==> config.mk <==
export PLATFORM = sky130hd
export DESIGN_NAME = gyro_rate_to_pointer_motion
export DESIGN_NICKNAME = d
export VERILOG_FILES = /design/src/rtl/core/gr2pm_pkg.sv /design/src/rtl/core/gr2pm_front.sv /design/src/rtl/core/gr2pm_lane.sv /design/src/rtl/core/gr2pm_merge.sv /design/src/rtl/core/gyro_rate_to_pointer_motion.sv
export SDC_FILE = /design/constraint.sdc
export NUM_CORES = 1
export LEC_CHECK = 0
export ABC_AREA = 0
export BUFFER_PORTS_ARGS = -buffer_cell sky130_fd_sc_hd__buf_4
export CORE_UTILIZATION = 30
export CTS_CLUSTER_DIAMETER = 100
export DETAILED_ROUTE_END_ITERATION = 7
export SLEW_MARGIN = 20
export SYNTH_ARGS = -nofsm -noshare
export SYNTH_HDL_FRONTEND = slang
export SYNTH_HIERARCHICAL = 1
export SYNTH_SLANG_ARGS = --single-unit
==> constraint.sdc <==
create_clock -name clk -period 7.5 [get_ports clk]
set_input_delay 1.875 -clock clk [delete_from_list [all_inputs] [get_ports clk]]
set_output_delay 1.875 -clock clk [all_outputs]
set_load 0.02 [all_outputs]
==> src/rtl/core/gr2pm_pkg.sv <==
// ----------------------------------------------------------------------------
// gr2pm_pkg
// Shared types and constants of the gyro rate to pointer motion block.
// ----------------------------------------------------------------------------
package gr2pm_pkg;

	localparam int SENS_W = 5;
	localparam int DB_W   = 8;
	localparam int MAG_W  = 17;
	localparam int PROD_W = 36;
	localparam int SIZE_W = 6;
	localparam int MOVE_W = 7;

	localparam logic [SENS_W-1:0] SENS_RST = 5'd13;
	localparam logic [DB_W-1:0]   DB_RST   = 8'd20;

	localparam logic CFG_SENS = 1'b0;
	localparam logic CFG_DB   = 1'b1;

	localparam logic [17:0]       RECIP5_WIDE  = 18'd209716;
	localparam int                RECIP5_SHIFT = 20;
	localparam logic [15:0]       RECIP5_NARROW = 16'd205;
	localparam logic [MAG_W-1:0]  BIG_MAG      = 17'd80;
	localparam logic [SIZE_W-1:0] REV_SIZE     = 6'd3;

	typedef enum logic [1:0] {
		DIR_NONE = 2'd0,
		DIR_POS  = 2'd1,
		DIR_NEG  = 2'd2
	} dir_t;

	typedef struct packed {
		logic valid;
		logic active;
	} ctl_t;

	typedef struct packed {
		logic              still;
		logic              pos;
		logic [SIZE_W-1:0] size;
	} lane_res_t;

endpackage

==> src/rtl/core/gr2pm_front.sv <==
// ----------------------------------------------------------------------------
// gr2pm_front
// Input stage: forms the X magnitude and the scaled Y product per request.
// ----------------------------------------------------------------------------
module gr2pm_front import gr2pm_pkg::*; (
	input  logic              clk,
	input  logic              arst_n,
	input  logic              advance,
	input  logic              in_valid,
	input  logic signed [15:0] gyro_x,
	input  logic signed [15:0] gyro_z,
	input  logic              active,
	output ctl_t              ctl_s1,
	output logic [MAG_W-1:0]  x_mag_s1,
	output logic              x_pos_s1,
	output logic [PROD_W-1:0] y_prod_s1,
	output logic              y_pos_s1
);

	logic signed [MAG_W-1:0] x_ext;
	logic signed [MAG_W-1:0] z_ext;
	logic [MAG_W-1:0]        x_abs;
	logic [MAG_W-1:0]        z_abs;
	logic [19:0]             z7_wide;
	logic [17:0]             z7;

	always_comb begin
		x_ext   = MAG_W'(gyro_x);
		z_ext   = MAG_W'(gyro_z);
		x_abs   = x_ext[MAG_W-1] ? MAG_W'(-x_ext) : MAG_W'(x_ext);
		z_abs   = z_ext[MAG_W-1] ? MAG_W'(-z_ext) : MAG_W'(z_ext);
		z7_wide = {z_abs, 3'b000} - 20'(z_abs);
		z7      = z7_wide[17:0];
	end

	always_ff @(posedge clk or negedge arst_n) begin
		if (!arst_n) begin
			ctl_s1 <= '0;
		end else if (advance) begin
			ctl_s1.valid  <= in_valid;
			ctl_s1.active <= active;
		end
	end

	always_ff @(posedge clk) begin
		if (advance) begin
			x_mag_s1  <= x_abs;
			x_pos_s1  <= gyro_x[15];
			y_prod_s1 <= PROD_W'(z7) * PROD_W'(RECIP5_WIDE);
			y_pos_s1  <= !gyro_z[15] && (gyro_z != 16'sd0);
		end
	end

endmodule

==> src/rtl/core/gr2pm_lane.sv <==
// ----------------------------------------------------------------------------
// gr2pm_lane
// One axis: deadband test and clamped step size from the reading magnitude.
// ----------------------------------------------------------------------------
module gr2pm_lane import gr2pm_pkg::*; (
	input  logic              clk,
	input  logic              advance,
	input  logic [SENS_W-1:0] sensitivity,
	input  logic [DB_W-1:0]   deadband,
	input  logic [MAG_W-1:0]  mag,
	input  logic              pos,
	output lane_res_t         res_s3
);

	logic              still_s2;
	logic              pos_s2;
	logic              big_s2;
	logic [11:0]       prod_s2;
	logic [SIZE_W-1:0] sens_p3;
	logic [SIZE_W-1:0] hi;
	logic [7:0]        quot_in;
	logic [15:0]       quot_wide;
	logic [SIZE_W-1:0] quot;
	logic [SIZE_W-1:0] size_c;

	always_comb begin
		sens_p3   = SIZE_W'(sensitivity) + SIZE_W'(3);
		hi        = SIZE_W'(sensitivity) + SIZE_W'(2);
		quot_in   = prod_s2[11:4];
		quot_wide = 16'(quot_in) * RECIP5_NARROW;
		quot      = quot_wide[15:10];
		if (big_s2)
			size_c = hi;
		else if (quot == '0)
			size_c = SIZE_W'(1);
		else
			size_c = quot;
	end

	always_ff @(posedge clk) begin
		if (advance) begin
			still_s2     <= mag < MAG_W'(deadband);
			pos_s2       <= pos;
			big_s2       <= mag >= BIG_MAG;
			prod_s2      <= 12'(13'(mag[6:0]) * 13'(sens_p3));
			res_s3.still <= still_s2;
			res_s3.pos   <= pos_s2;
			res_s3.size  <= size_c;
		end
	end

endmodule

==> src/rtl/core/gr2pm_merge.sv <==
// ----------------------------------------------------------------------------
// gr2pm_merge
// Combines both lanes against the held directions and registers the result.
// ----------------------------------------------------------------------------
module gr2pm_merge import gr2pm_pkg::*; (
	input  logic                     clk,
	input  logic                     arst_n,
	input  ctl_t                     ctl_s3,
	input  lane_res_t                res_x,
	input  lane_res_t                res_y,
	input  logic                     out_ready,
	output logic                     advance,
	output logic                     out_valid,
	output logic signed [MOVE_W-1:0] move_x,
	output logic signed [MOVE_W-1:0] move_y,
	output logic                     reversal
);

	dir_t                     held_x_q, held_y_q;
	dir_t                     hx, hy, dx, dy;
	logic                     out_valid_q;
	logic signed [MOVE_W-1:0] move_x_q, move_y_q;
	logic                     rev_q;
	logic signed [MOVE_W-1:0] mx, my;
	logic [SIZE_W-1:0]        sy;
	logic                     rev_c;

	function automatic logic signed [MOVE_W-1:0] step(dir_t d, logic [SIZE_W-1:0] s);
		logic signed [MOVE_W-1:0] m;
		m = MOVE_W'(s);
		case (d)
			DIR_POS: step = m;
			DIR_NEG: step = -m;
			default: step = '0;
		endcase
	endfunction

	always_comb begin
		dx    = res_x.still ? DIR_NONE : (res_x.pos ? DIR_POS : DIR_NEG);
		dy    = res_y.still ? DIR_NONE : (res_y.pos ? DIR_POS : DIR_NEG);
		hx    = held_x_q;
		hy    = held_y_q;
		mx    = '0;
		my    = '0;
		sy    = res_y.size;
		rev_c = 1'b0;

		if (dx == DIR_NONE) begin
			mx = step(hx, res_x.size);
		end else if (dx == hx || hx == DIR_NONE) begin
			mx = step(dx, res_x.size);
			hx = dx;
		end else begin
			rev_c = 1'b1;
			hx    = DIR_NONE;
			hy    = DIR_NONE;
			sy    = REV_SIZE;
		end

		if (dy == DIR_NONE) begin
			my = step(hy, sy);
		end else if (dy == hy || hy == DIR_NONE) begin
			my = step(dy, sy);
			hy = dy;
		end else begin
			rev_c = 1'b1;
			hx    = DIR_NONE;
			hy    = DIR_NONE;
			mx    = '0;
			my    = '0;
		end
	end

	assign advance   = !out_valid_q || out_ready;
	assign out_valid = out_valid_q;
	assign move_x    = move_x_q;
	assign move_y    = move_y_q;
	assign reversal  = rev_q;

	always_ff @(posedge clk or negedge arst_n) begin
		if (!arst_n) begin
			out_valid_q <= 1'b0;
			held_x_q    <= DIR_NONE;
			held_y_q    <= DIR_NONE;
		end else if (advance) begin
			out_valid_q <= ctl_s3.valid && ctl_s3.active;
			if (ctl_s3.valid) begin
				held_x_q <= ctl_s3.active ? hx : DIR_NONE;
				held_y_q <= ctl_s3.active ? hy : DIR_NONE;
			end
		end
	end

	always_ff @(posedge clk) begin
		if (advance) begin
			move_x_q <= mx;
			move_y_q <= my;
			rev_q    <= rev_c;
		end
	end

	a_rev_zero: assert property (@(posedge clk) disable iff (!arst_n)
		out_valid_q && rev_q |-> move_x_q == '0)
		else $error("reversal result carries a nonzero X move");

	a_rev_clears: assert property (@(posedge clk) disable iff (!arst_n)
		advance && ctl_s3.valid && ctl_s3.active && rev_c
		|=> held_x_q == DIR_NONE)
		else $error("held X direction not cleared on reversal");

	a_idle_clears: assert property (@(posedge clk) disable iff (!arst_n)
		advance && ctl_s3.valid && !ctl_s3.active
		|=> held_x_q == DIR_NONE && held_y_q == DIR_NONE)
		else $error("held directions not cleared");

	a_held_moves: assert property (@(posedge clk) disable iff (!arst_n)
		out_valid_q && !rev_q && held_x_q != DIR_NONE |-> move_x_q != '0)
		else $error("held X direction without X move");

	a_held_moves_y: assert property (@(posedge clk) disable iff (!arst_n)
		out_valid_q && !rev_q && held_y_q != DIR_NONE |-> move_y_q != '0)
		else $error("held Y direction without Y move");

endmodule

==> src/rtl/core/gyro_rate_to_pointer_motion.sv <==
// ----------------------------------------------------------------------------
// gyro_rate_to_pointer_motion
// Turns gyro rate samples into pointer steps with direction memory per axis.
//
// Channel   Dir  Bits  Contents
// s_axis    in   32    tdata: gyro_x[15:0], gyro_z[31:16]; tuser: active
// m_axis    out  16    tdata: move_x[6:0], move_y[13:7], zero fill; tuser: reversal
// cfg       in   8     cfg_index 0 sensitivity, 1 deadband
//
// One request per cycle unless a stalled result holds the pipeline; four register
// stages (input, two lane stages, merge) lie between an accepted request and its result.
// The direction memory is read and updated in the single merge stage.
// A stalled result holds the whole pipeline; s_tready follows the output slot.
// Reset: sensitivity 13, deadband 20, no remembered directions.
// ----------------------------------------------------------------------------
module gyro_rate_to_pointer_motion import gr2pm_pkg::*; (
	input  logic        clk,
	input  logic        arst_n,
	input  logic        cfg_we,
	input  logic        cfg_index,
	input  logic [7:0]  cfg_wdata,
	input  logic        s_tvalid,
	output logic        s_tready,
	input  logic [31:0] s_tdata,   // gyro_x, gyro_z
	input  logic        s_tuser,   // active
	output logic        m_tvalid,
	input  logic        m_tready,
	output logic [15:0] m_tdata,   // move_x, move_y, zero fill
	output logic        m_tuser    // reversal
);

	logic [SENS_W-1:0]        sensitivity_q;
	logic [DB_W-1:0]          deadband_q;
	logic                     advance;
	ctl_t                     ctl_s1, ctl_s2, ctl_s3;
	logic [MAG_W-1:0]         x_mag_s1;
	logic                     x_pos_s1;
	logic [PROD_W-1:0]        y_prod_s1;
	logic                     y_pos_s1;
	logic [MAG_W-1:0]         y_mag;
	lane_res_t                res_x, res_y;
	logic signed [MOVE_W-1:0] move_x, move_y;

	always_ff @(posedge clk or negedge arst_n) begin
		if (!arst_n) begin
			sensitivity_q <= SENS_RST;
			deadband_q    <= DB_RST;
		end else if (cfg_we) begin
			case (cfg_index)
				CFG_SENS: sensitivity_q <= cfg_wdata[SENS_W-1:0];
				CFG_DB:   deadband_q    <= cfg_wdata[DB_W-1:0];
				default:  ;
			endcase
		end
	end

	always_ff @(posedge clk or negedge arst_n) begin
		if (!arst_n) begin
			ctl_s2 <= '0;
			ctl_s3 <= '0;
		end else if (advance) begin
			ctl_s2 <= ctl_s1;
			ctl_s3 <= ctl_s2;
		end
	end

	assign s_tready = advance;
	assign y_mag    = MAG_W'(y_prod_s1[PROD_W-1:RECIP5_SHIFT]);

	gr2pm_front u_front (
		.clk       (clk),
		.arst_n    (arst_n),
		.advance   (advance),
		.in_valid  (s_tvalid),
		.gyro_x    (s_tdata[15:0]),
		.gyro_z    (s_tdata[31:16]),
		.active    (s_tuser),
		.ctl_s1    (ctl_s1),
		.x_mag_s1  (x_mag_s1),
		.x_pos_s1  (x_pos_s1),
		.y_prod_s1 (y_prod_s1),
		.y_pos_s1  (y_pos_s1)
	);

	gr2pm_lane u_lane_x (
		.clk         (clk),
		.advance     (advance),
		.sensitivity (sensitivity_q),
		.deadband    (deadband_q),
		.mag         (x_mag_s1),
		.pos         (x_pos_s1),
		.res_s3      (res_x)
	);

	gr2pm_lane u_lane_y (
		.clk         (clk),
		.advance     (advance),
		.sensitivity (sensitivity_q),
		.deadband    (deadband_q),
		.mag         (y_mag),
		.pos         (y_pos_s1),
		.res_s3      (res_y)
	);

	gr2pm_merge u_merge (
		.clk       (clk),
		.arst_n    (arst_n),
		.ctl_s3    (ctl_s3),
		.res_x     (res_x),
		.res_y     (res_y),
		.out_ready (m_tready),
		.advance   (advance),
		.out_valid (m_tvalid),
		.move_x    (move_x),
		.move_y    (move_y),
		.reversal  (m_tuser)
	);

	assign m_tdata = {2'b00, move_y, move_x};

endmodule
==> results.txt, run 1 <==
crit-path max FO = 4
vias in the first global route = 13079
CP required = 7.61 ns
clk_skew = 0.0121 ns
gp weighted congestion = 0.870
first-pass GRT wire length = 62000 um
worst slew pin tran = 0.907 ns
via count = 12370
Fill cells = 5232
die boundary height = 236 um
final hold vios = 0
Root Driver = clkbuf_16
CTS Buffer Depth = 2
Detailed Route Iter0 Violations = 609
initial antenna violation count = 1
Clock Latency Late Sink = 0.37 ns
slew margin rel. = 0.388
final core occ = 0.390
Gate Count Post-Synth = 1636
mapped cell area = 16400 sq um
routed wire length = 37400 um
status = finished with violations
grt total ovfl = 0
Setup crit start kind = input pin
full die area = 55500 sq um
max-cap violations = 0
Total GRT Usage = 0.135
antenna cells = 0
Critical Path Sink Type = flip-flop
area delta synth->final = 28.2%
largest net degree at the start of global routing = 66
Initial Util = 0.304
Worst-path clk slew = 0.08 ns
count of nets after finishing = 2461
fmax = 0.115 GHz
Slew Viols, Final = 0
dpl hpwl = 31300 um
Setup CP Type = input pin to flip-flop
H-tree Lvls = 3
fin crit period = 8.69 ns
setup ws final = -1.19 ns
IO Port Bufs = 63
CP Data Arrival Time = 8.81 ns
ANT nets after route = 0
wire per inst = 14.1 um
Num CTS Buffers = 9
clock sinks = 112
RSZ-0062 raised after global routing = yes
TritonRoute pass-1 iters = 5
Critical Path Max Stage Delay = 0.58 ns
yosys warns = 6
setup violators final = 16
Avg Synthesized Cell Area = 10.0 sq um
Crit-path slowest cell = or4_4
fin crit share = 1.16
I/O pin cnt = 66
chip width = 236 um
row count = 85
layout cell share with drive strength beyond 1 = 0.283
Final TNS setup = -15.14 ns
core area = 53800 sq um
vias per cell = 4.67
delay-heaviest family, CP = adder cells
CTS tree = built
violations in the final reports = negative setup slack
worst hold path class = flip-flop to flip-flop
# DRC = 0
CP bufs+invs = 8
-- cell type report --
cell class | count | area, sq um | area share
tap | 696 | 871 | 0.0415
inverter | 314 | 1180 | 0.0562
multi-input combinational | 1198 | 13000 | 0.620
clock buffer | 10 | 229 | 0.0109
sequential | 112 | 3250 | 0.155
timing repair buffer | 312 | 2400 | 0.114
clock inverter | 6 | 55.1 | 0.00262
-- worst reg2reg max path: cells and delay by family (launching register included) --
family	cells	cell delay [ns]
and+or+nand+nor	2	0.30
adders and majority gates	5	2.19
buffers and inverters	2	0.23
xor gates and xnor gates	2	0.68
DFF	1	0.73
AOI/OAI and AO/OA	5	0.81
-- final timing paths --
| path | startpoint | to | slack (ns) | cells past startpoint |
|---|---|---|---|---|
| worst max-delay path | s_tdata[22] | u_front/y_prod_s1[33]$_DFFE_PP_ | -1.19 | 32 |
| worst min-delay path | u_lane_y/still_s2$_DFFE_PP_ | u_lane_y/res_s3[7]$_DFFE_PP_ | 0.41 | 0 |
| worst max register to register | sensitivity_q[0]$_DFFE_PN1P_ | u_lane_y/prod_s2[11]$_DFFE_PP_ | 2.32 | 16 |
| worst min register to register | u_lane_y/still_s2$_DFFE_PP_ | u_lane_y/res_s3[7]$_DFFE_PP_ | 0.41 | 0 |
| max in group asynchronous | arst_n | deadband_q[4]$_DFFE_PN1P_ | 5.78 | 1 |
| min in group asynchronous | arst_n | u_merge/held_y_q[0]$_DFFE_PN0P_ | 1.41 | 1 |
-- metal layers --
metal,part of all wire,track usage
met4,0.026,0.0456
met3,0.018,0.0129
met5,0.00027,0
met2,0.52,0.250
met1,0.44,0.162
-- stage by stage --
stage	cells	worst slack [ns]	hold WS, ns	area, sq um
2_1_floorplan	1638	-1.37	0.400	16600
3_3_place_gp	2593	-1.66	0.403	19400
3_5_place_dp	2593	-1.75	0.405	19400
4_1_cts	2632	-1.21	0.413	20300
5_1_grt	2648	-1.42	0.414	21000
6_report	2648	-1.19	0.411	21000
-- cell usage in the layout, fill, tap and decap left out, drive strengths merged, types with 13 or more instances in the layout --
cell,instances
a31oi,13
edfxtp,88
ha,311
nor2,45
nand2b,19
a21oi,81
xor2,33
nor2b,14
nand3,27
and2,33
a21o,30
nand2,106
o31ai,19
dfrtp,19
fa,156
buf,312
o21ai,48
nor3,14
mux2,26
inv,315
xnor2,83
-- flip-flops by register name (all words and copies together) (netlist names), 5 cells and up --
signal / flops
deadband_q: 8
sensitivity_q: 5
u_front/x_mag_s1: 17
u_front/y_prod_s1: 16
u_lane_x/prod_s2: 8
u_lane_x/res_s3: 8
u_lane_y/prod_s2: 8
u_lane_y/res_s3: 8
u_merge/move_x: 7
u_merge/move_y: 7
-- repair_timing --
action	in CTS	in global routing
setup endpoints to repair	16	16
resized for setup	64	107
setup buffers	23	18
hold buffers	0	0
pin swaps	60	64
Power of run 1 is left out: the tool's default activity adds up to more than one toggle a clock period on the data nets, which glitch-free logic cannot reach.
==> run 2, diff against run 1 <==
CORE_MARGIN = 3   (was not set)
SYNTH_HIERARCHICAL = not set   (was 1)
==> run 2 against run 1 <==
- the flow still finishes with violations (negative setup slack)
- via count fell by 7.6%
- wire length fell by 10%
- highest routed layer is now met4
- critical path depth rose by 3
- largest cell class unchanged
- global-route usage fell by 1.5 points
- non-clock buffer count fell by 49
- sequential share of layout area rose by 1.2 points
- clock skew fell by 0.0030 ns
- utilization fell by 1.2 points
- flip-flop and latch count did not move
- design area fell by 7.1%
- count of clock-buffer cells in the layout did not move
- maximum frequency fell by 5.5%
==> results.txt, run 2 <==
Gate Count Post-Synth = 1578
Post-synth EDFFs = 88
Critical Path Sink Type = flip-flop
count leader, synth = inv_1
via count = 11426
max FFs per register = 17
count of nets after finishing = 2334
Total GRT Usage = 0.120
ANT nets after route = 0
CTS Buffer Depth = 2
ys flop type = edfxtp_1
Critical Path Max Stage Delay = 0.53 ns
Crit-path slowest cell = or4_4
multi-input logic area = 11800 sq um
mapped cell area = 15700 sq um
most frequent cells in the layout = inv_1 (329), ha_1 (277), buf_4 (254)
Setup CP Type = input pin to flip-flop
dpl ws = -2.26 ns
setup violators final = 16
RSZ-0062 raised after global routing = yes
Detailed Route Iter0 Violations = 433
crit-path max FO = 4
multiplexer share of the synthesized area = 0.0180
final hold vios = 0
IO Port Bufs = 63
row count = 83
Post-Synth Adder-Cell Area = 0.438
cells on worst reg2reg path = 18
biggest regs = u_front.x_mag_s1: 17 flops, u_front.y_prod_s1: 16 flops
Async SR Flop Fraction = 0.214
area delta synth->final = 24.2%
slew margin rel. = 0.300
Root Driver = clkbuf_16
hold-fix buffers at CTS = 0
routed wire length = 33700 um
violations in the final reports = negative setup slack
wire per inst = 13.4 um
top cells by area, synth = ha_1 (24%), fa_1 (20%), edfxtp_1 (17%), inv_1 (8.2%), xnor2_1 (4.1%)
Num CTS Buffers = 9
sequential fraction of the synthesis area = 0.207
fin crit share = 1.23
setup ws final = -1.70 ns
top cell type by total area after synthesis = ha_1
initial antenna violation count = 0
fin cells = 2518
I/O pin cnt = 66
CP Data Arrival Time = 9.31 ns
clk_skew = 0.00911 ns
FF+latch count, synth = 112
Initial Util = 0.305
synth unique cells = 70
commonest cells in the netlist = inv_1 (342), ha_1 (298), fa_1 (156), edfxtp_1 (88), nand2_1 (88)
largest net degree at the start of global routing = 71
grt total ovfl = 0
gp weighted congestion = 0.898
TritonRoute pass-1 iters = 5
Clock Latency Late Sink = 0.36 ns
CP most frequent cell = ha_4
first-pass GRT wire length = 56200 um
vias per cell = 4.54
# DRC = 0
layout cell share with drive strength beyond 1 = 0.226
yosys warns = 0
dpl hpwl = 28500 um
worst hold path class = flip-flop to flip-flop
CTS tree = built
placed cells = 2481
largest register by flop count = u_front.x_mag_s1
most common cell after layout, fill and taps aside = inv_1
CP required = 7.61 ns
Post-Synth Simple-Gate Area = 0.0944
H-tree Lvls = 3
hold depth = 0
clock sinks = 112
Worst-path clk slew = 0.08 ns
area share of xor/xnor cells in the synthesized design = 0.0608
Fill cells = 5076
status = finished with violations
Setup crit start kind = input pin
compound-cell area share of the yosys netlist = 0.0939
largest family of logic cells by synthesized area = adder cells
Slew Viols, Final = 0
fmax = 0.109 GHz
full die area = 55100 sq um
core area = 51500 sq um
fin crit period = 9.20 ns
share of the synthesized area in the top cell type = 0.238
antenna cells = 0
worst slew pin tran = 1.05 ns
Register Area = 3250 sq um
vias in the first global route = 11955
chip width = 235 um
die boundary height = 235 um
Avg Synthesized Cell Area = 9.94 sq um
max-cap violations = 0
==> run 2: logic make-up (layout without fill, tap and decap cells) <==
logic type / Yosys count / in the layout
flip-flops: 112 / 112
AO/OA/AOI/OAI: 215 / 215
XOR/XNOR: 108 / 108
multiplexers: 26 / 26
AND/OR/NAND/NOR: 296 / 296
other: 2 / 4
buffers and inverters: 363 / 621
adder cells (fa/ha/maj): 456 / 456
==> run 2: what timing repair did <==
item / CTS / global route
gates resized for setup: 23 / 64
endpoints found under the setup margin: 16 / 16
pin swaps: 68 / 72
buffers inserted: 12 / 9
cloned: 0 / 0
==> run 2: per-layer routing <==
| metal | up-vias | GRT usage | share of wire |
|---|---|---|---|
| met5 | - | 0 | 0 |
| li1 | 5716 | - | - |
| met2 | 158 | 0.218 | 0.51 |
| met4 | 0 | 0.0295 | 0.022 |
| met3 | 49 | 0.0114 | 0.024 |
| met1 | 5503 | 0.154 | 0.44 |
==> run 2: worst paths after layout <==
path	start	to	slack [ns]
setup reg to reg	sensitivity_q[0]$_DFFE_PN1P_	u_lane_y.prod_s2[11]$_DFFE_PN_	2.14
hold reg to reg	u_lane_x.pos_s2$_DFFE_PN_	u_lane_x.res_s3[6]$_DFFE_PN_	0.42
hold / removal	u_lane_x.pos_s2$_DFFE_PN_	u_lane_x.res_s3[6]$_DFFE_PN_	0.42
min in group asynchronous	arst_n	ctl_s3[1]$_DFFE_PN0N_	1.41
max in group asynchronous	arst_n	deadband_q[4]$_DFFE_PN1P_	5.77
setup / recovery	s_tdata[19]	u_front.y_prod_s1[35]$_DFFE_PN_	-1.70
==> run 2: cell type report <==
cell class,instances,share of cell area
clock buffers,10,0.0118
multi-input cells,1105,0.606
well taps,680,0.0437
flip-flops and latches,112,0.167
inverters,342,0.0659
clock inverters,6,0.00263
repair buffers,263,0.103
==> run 2: metrics by stage <==
stage / hold WS [ns] / setup TNS [ns] / area, sq um / utilization
floorplan: 0.400 / -24.14 / 15900 / -
global placement: 0.403 / -28.64 / 18500 / 0.359
detailed placement: 0.405 / -30.55 / 18500 / 0.360
CTS: 0.423 / -23.34 / 19000 / 0.369
global route: 0.443 / -26.98 / 19500 / 0.378
finish: 0.423 / -22.46 / 19500 / 0.378
==> run 2: critical path, delay by kind of cell <==
family	cells	cell delay, ns
simple gates	8	1.55
compound gates	9	2.04
fa+ha+maj	8	2.90
buf+inv	7	0.54
xor+xnor	3	0.39
Power of run 2 is left out for the same reason.
